**src/hdl/btd_pkg.sv**
```systemverilog
// Shared types, constants and fixed-point helpers for the trajectory block.
package btd_pkg;

	localparam int BTD_MAX_POINTS = 64;
	localparam logic [39:0] SAT_MAX = 40'hFF_FFFF_FFFF;
	localparam logic [16:0] STEP_MIN = 17'd66;
	localparam logic [16:0] STEP_MAX = 17'd65536;

	typedef enum logic [1:0] {
		REG_GRAVITY = 2'd0,
		REG_DRAG    = 2'd1,
		REG_STEP    = 2'd2,
		REG_RANGE   = 2'd3
	} reg_idx_t;

	typedef enum logic [3:0] {
		S_IDLE,
		S_CHK,
		S_VSQ,
		S_SPD,
		S_DEC,
		S_EMIT,
		S_K,
		S_ACC,
		S_AH,
		S_HALF,
		S_VH,
		S_UPD,
		S_DSQ,
		S_SEG
	} state_t;

	typedef struct packed {
		logic        start;
		logic [39:0] a;
		logic [39:0] b;
	} mul_req_t;

	typedef struct packed {
		logic        start;
		logic [63:0] n;
	} sqrt_req_t;

	// Q16.16 product: drop 16 fraction bits and saturate at the 40-bit limit.
	function automatic logic [39:0] umulq_fin(input logic [79:0] prod);
		logic [63:0] hi;
		begin
			hi = prod[79:16];
			umulq_fin = (hi > {24'd0, SAT_MAX}) ? SAT_MAX : prod[55:16];
		end
	endfunction

	function automatic logic signed [31:0] sat32(input logic signed [42:0] v);
		begin
			if (v > 43'sd2147483647)
				sat32 = 32'sh7FFF_FFFF;
			else if (v < -43'sd2147483648)
				sat32 = 32'sh8000_0000;
			else
				sat32 = v[31:0];
		end
	endfunction

	function automatic logic [31:0] mag32(input logic signed [31:0] v);
		begin
			mag32 = v[31] ? 32'(-v) : 32'(v);
		end
	endfunction

	function automatic logic [39:0] mag41(input logic signed [40:0] v);
		logic [40:0] m;
		begin
			m = v[40] ? 41'(-v) : 41'(v);
			mag41 = m[39:0];
		end
	endfunction

endpackage

```
**src/hdl/btd_mul.sv**
```systemverilog
// Shared 40x40 multiplier built from a 40x16 array, accumulating 16-bit slices of b in turn.
module btd_mul (
	input  logic             clk,
	input  logic             arst_n,
	input  btd_pkg::mul_req_t req,
	output logic             done,
	output logic [79:0]      prod
);
	import btd_pkg::*;

	logic [39:0] a_q;
	logic [39:0] b_q;
	logic [1:0]  cnt_q;
	logic        busy_q;
	logic        done_q;
	logic [79:0] acc_q;
	logic [15:0] chunk;
	logic [55:0] pp;
	logic [79:0] pp_sh;

	always_comb begin
		case (cnt_q)
			2'd0: chunk = b_q[15:0];
			2'd1: chunk = b_q[31:16];
			default: chunk = {8'd0, b_q[39:32]};
		endcase
		pp = a_q * chunk;
		case (cnt_q)
			2'd0: pp_sh = {24'd0, pp};
			2'd1: pp_sh = {8'd0, pp, 16'd0};
			default: pp_sh = {pp[47:0], 32'd0};
		endcase
	end

	always_ff @(posedge clk or negedge arst_n) begin
		if (!arst_n) begin
			busy_q <= 1'b0;
			done_q <= 1'b0;
			cnt_q  <= 2'd0;
		end else begin
			done_q <= 1'b0;
			if (req.start) begin
				busy_q <= 1'b1;
				cnt_q  <= 2'd0;
			end else if (busy_q) begin
				if (cnt_q == 2'd2) begin
					busy_q <= 1'b0;
					done_q <= 1'b1;
				end
				cnt_q <= cnt_q + 2'd1;
			end
		end
	end

	always_ff @(posedge clk) begin
		if (req.start) begin
			a_q   <= req.a;
			b_q   <= req.b;
			acc_q <= '0;
		end else if (busy_q) begin
			acc_q <= acc_q + pp_sh;
		end
	end

	assign done = done_q;
	assign prod = acc_q;

endmodule

```
**config.mk**
```make
export PLATFORM = sky130hd
export DESIGN_NAME = btd_mul
export DESIGN_NICKNAME = d
export VERILOG_FILES = /design/src/hdl/btd_pkg.sv /design/src/hdl/btd_mul.sv
export SDC_FILE = /design/constraint.sdc
export NUM_CORES = 2
export LEC_CHECK = 0
export BUFFER_PORTS_ARGS = -buffer_cell sky130_fd_sc_hd__buf_2
export CAP_MARGIN = 15
export CORE_MARGIN = 2
export CORE_UTILIZATION = 50
export DETAILED_ROUTE_END_ITERATION = 10
export PLACE_DENSITY = 0.65
export RECOVER_POWER = 100
export SLEW_MARGIN = 20
export SYNTH_ARGS = -nofsm -noshare
export SYNTH_HDL_FRONTEND = slang
export SYNTH_SLANG_ARGS = --single-unit
```
**constraint.sdc**
```tcl
create_clock -name clk -period 15.28 [get_ports clk]
set_clock_uncertainty 0.2 [all_clocks]
set_input_delay 3.056 -clock clk [delete_from_list [all_inputs] [get_ports clk]]
set_output_delay 3.056 -clock clk [all_outputs]
set_load 0.03 [all_outputs]
```
==> results.md <==
- STA classifies the critical path endpoint as a flip-flop.
- The total of hold buffers inserted after clock tree synthesis is 0.
- The final setup TNS is 0 ns.
- The number of setup violations in the final report is 0.
- The detailed-routed wire length on met3 is 6170 um.
- The violation count after the first detailed-routing iteration is roughly 1800.
- After synthesis the cells add up to ~31000 um2.
- From bottom edge to top edge, the die measures 255 um.
- The number of antenna violations at the first check in global routing is 5.
- The H-tree was split into 4 levels.
- The clock passes through at most 2 buffers.
- The core box area is just over 60000 um2.
- The worst hold path belongs to the class flip-flop to flip-flop.
- The HPWL after detailed placement is 70500 um.
- The final count of hold timing violations is 0.
- The fmax is ~73 MHz.
- In the final layout, the share of cells above drive strength 1 is 0.0444.
- In this run the clock root is driven by a sky130_fd_sc_hd__clkbuf_16.
- The type of the setup path with the least slack is flip-flop to flip-flop.
- The required time reported for the critical path endpoint is around 16 ns.
- The cell occurring most often along the worst timing path is sky130_fd_sc_hd__o21ai_0.
- The number of placement rows is 91.
- In the final routed layout, each cell accounts on average for between 15 and 20 um.
- The vias after detailed routing is approximately 25000.
- The starting utilization of the core area is 0.507.
- The ratio of final minimum period to clock period is 0.892.
- Wires add up to approximately 90000 um.
- Setup repair after global routing left no endpoint under its margin.
- The synthesis-to-finish area growth is 5.69%.
- The via count of the first global-routing pass is between 20000 and 30000.
- Using the TritonRoute via totals, the vias-per-cell ratio works out to between 5 and 6.
- For the worst setup path, the data arrival time is 13.85 ns.
- The detailed-router iteration count before antenna repair is 6.
- In this run, synthesis inferred 80 flip-flops with an integrated enable.
- Ranked by instance count, the synthesized netlist is headed by 617 x sky130_fd_sc_hd__inv_1, 560 x sky130_fd_sc_hd__nand2_1, 531 x sky130_fd_sc_hd__fa_1.
- The die span in x is about 250 um.
- The number of clock buffers inserted by TritonCTS is 17.
- Yosys attributes the largest share of cell area to sky130_fd_sc_hd__fa_1 34%, sky130_fd_sc_hd__ha_1 8.5%, sky130_fd_sc_hd__edfxtp_1 7.7%, sky130_fd_sc_hd__inv_1 7.4%, sky130_fd_sc_hd__nand2_1 6.7%.
- The run finished, with violations left.
- The uppermost signal routing layer after detailed routing is met4.
- Buffers added to address setup during post-CTS repair amount to 0.
- The top-level port count is 164.
- After detailed routing, the wire length on met1 is approximately 38000 um.
- Entering global routing, the biggest net connects 65 pins.
- The final reports fail on capacitance limit, slew limit.
- The startpoint kind of the worst setup timing path is a flip-flop.
- The TritonCTS clock tree is yes.
- The max-slew headroom at the worst pin is -1.27.
- The final weighted congestion of routability-driven global placement is approximately 0.96.
- The largest single stage delay on the critical path is approximately 1.1 ns.
- Of the post-synthesis cell area, the dominant cell type holds 0.339.
- The net count reported at finish is 4465.
- The count of yosys warnings during synthesis is 0.
- The total routing resource utilization after global routing is 0.288.
- The most used flip-flop cell after synthesis is sky130_fd_sc_hd__edfxtp_1.
- The number of pins with negative max-slew slack in the final report was 172.
- The largest total area in the synthesized netlist belongs to sky130_fd_sc_hd__fa_1.
- The clock net in this run drives a total of 164 sinks.
- The number of maximum-capacitance constraint violations is 3.
- The distinct cell type count after synthesis is 88.
- A synthesized cell averages ~8.6 um2.
- The sum of met2 wire segment lengths after detailed routing is about 43000 um.
- Of all nets on the critical path, the largest fanout is 40.
- The post-layout minimum cycle time is about 14 ns.
- The wire length of the first global-routing pass is 142000 um.
- The number of storage elements in the synthesis netlist is ~160.
- Clock latency on the worst-skew pair, taken at its later pin, is 0.52 ns.
- The share of synthesized flip-flops with an asynchronous set or reset is 0.0244.
- The share of the yosys chip area belonging to registers is 0.131.
- The number of gates resized after CTS is 0.
- The net count after synthesis is ~4500.
- The total congestion overflow after global routing is 0.
- The count of nets left with antenna violations once routing finished came out at 0.
- The die footprint is 64800 um2.
- After clock tree synthesis, the clock-pin slew on the worst setup and hold paths is ~0.08 ns.
- The number of design rule violations left after detail routing is 0.
- The most frequent cell after synthesis is sky130_fd_sc_hd__inv_1.
- The worst-margin pin slew is roughly 3.4 ns.
- The cell with the largest stage delay on the worst path is sky130_fd_sc_hd__ha_1.
- The number of buffer cells added on primary ports is around 160.
- The cell count after synthesis is ~3600.
-- metal layers --
metal / global-route usage / vias to the layer above
li1: - / 11500
met1: 0.391 / 12700
met2: 0.476 / 902
met3: 0.0461 / 118
met4: 0.0820 / 0
met5: 0 / -
-- layout by cell type (no fill, tap or decap), types with 69 or more instances in the layout --
cell type and n:
sky130_fd_sc_hd__a21o_1 81, sky130_fd_sc_hd__dfxtp_1 80, sky130_fd_sc_hd__inv_1 617, sky130_fd_sc_hd__xnor2_1 69, sky130_fd_sc_hd__nand2_1 560, sky130_fd_sc_hd__and2_1 242
sky130_fd_sc_hd__buf_2 73, sky130_fd_sc_hd__edfxtp_1 80, sky130_fd_sc_hd__nor2_1 153, sky130_fd_sc_hd__o21ai_0 98, sky130_fd_sc_hd__a21oi_1 176, sky130_fd_sc_hd__ha_1 213
sky130_fd_sc_hd__clkbuf_1 92, sky130_fd_sc_hd__fa_1 531
-- area by class of cell --
class                   count  area [um2]
diodes                      3        7.51
well taps                 837        1050
inverters                 617        2320
multi-input cells        2653       24200
repair buffers            185         873
flip-flops and latches    164        4110
clock buffers              21         483
fillers                  5938       28700
clock inverters            11         104
-- sequential cells by signal, summed over array words and instances, names as in the netlist --
| register | flops |
|---|---|
| busy_q | 1 |
| a_q | 40 |
| cnt_q | 2 |
| b_q | 40 |
| done | 1 |
| prod | 80 |
-- per-stage QoR --
| stage | std cells | hold slack (ns) | area [um2] | util | setup WS [ns] |
|---|---|---|---|---|---|
| global placement | 4455 | 0.293 | 32700 | 0.529 | 3.06 |
| global route | 4491 | 0.336 | 33200 | 0.536 | 0.881 |
| finish | 4491 | 0.310 | 33200 | 0.536 | 1.65 |
| detailed placement | 4455 | 0.297 | 32700 | 0.529 | 2.75 |
| CTS | 4487 | 0.309 | 33300 | 0.538 | 2.68 |
| floorplan | 3633 | 0.313 | 31400 | - | 4.77 |
-- worst paths after layout --
path	from	endpoint	slack [ns]	depth (start not counted)
max	cnt_q[1]	prod[77]	1.65	40
max in group asynchronous	arst_n	busy_q	12.39	1
min in group asynchronous	arst_n	done	2.20	1
max reg2reg	cnt_q[1]	prod[77]	1.65	40
min	prod[11]	prod[11]	0.31	2
min reg2reg	prod[11]	prod[11]	0.31	2
-- cells by family (layout without fill, tap and decap cells) --
logic type,Yosys count,in the layout,synth area share
simple gates,1147,1147,0.171
buf+inv,816,834,0.0982
fa+ha+maj,744,744,0.424
compound gates,578,578,0.122
flops,164,164,0.131
xor+xnor,123,123,0.0346
mux,61,61,0.0200
other cells,0,3,0
-- critical path, delay by kind of cell (launching register included) --
family | cells | cell delay (ns)
AOI/OAI and AO/OA | 17 | 4.88
DFF | 1 | 0.40
xor gates and xnor gates | 2 | 0.38
and+or+nand+nor | 7 | 1.08
buffers and inverters | 5 | 1.55
adders and majority gates | 9 | 4.98
Power is left out: the tool's default activity adds up to more than one toggle a clock period on the data nets, which glitch-free logic cannot reach.
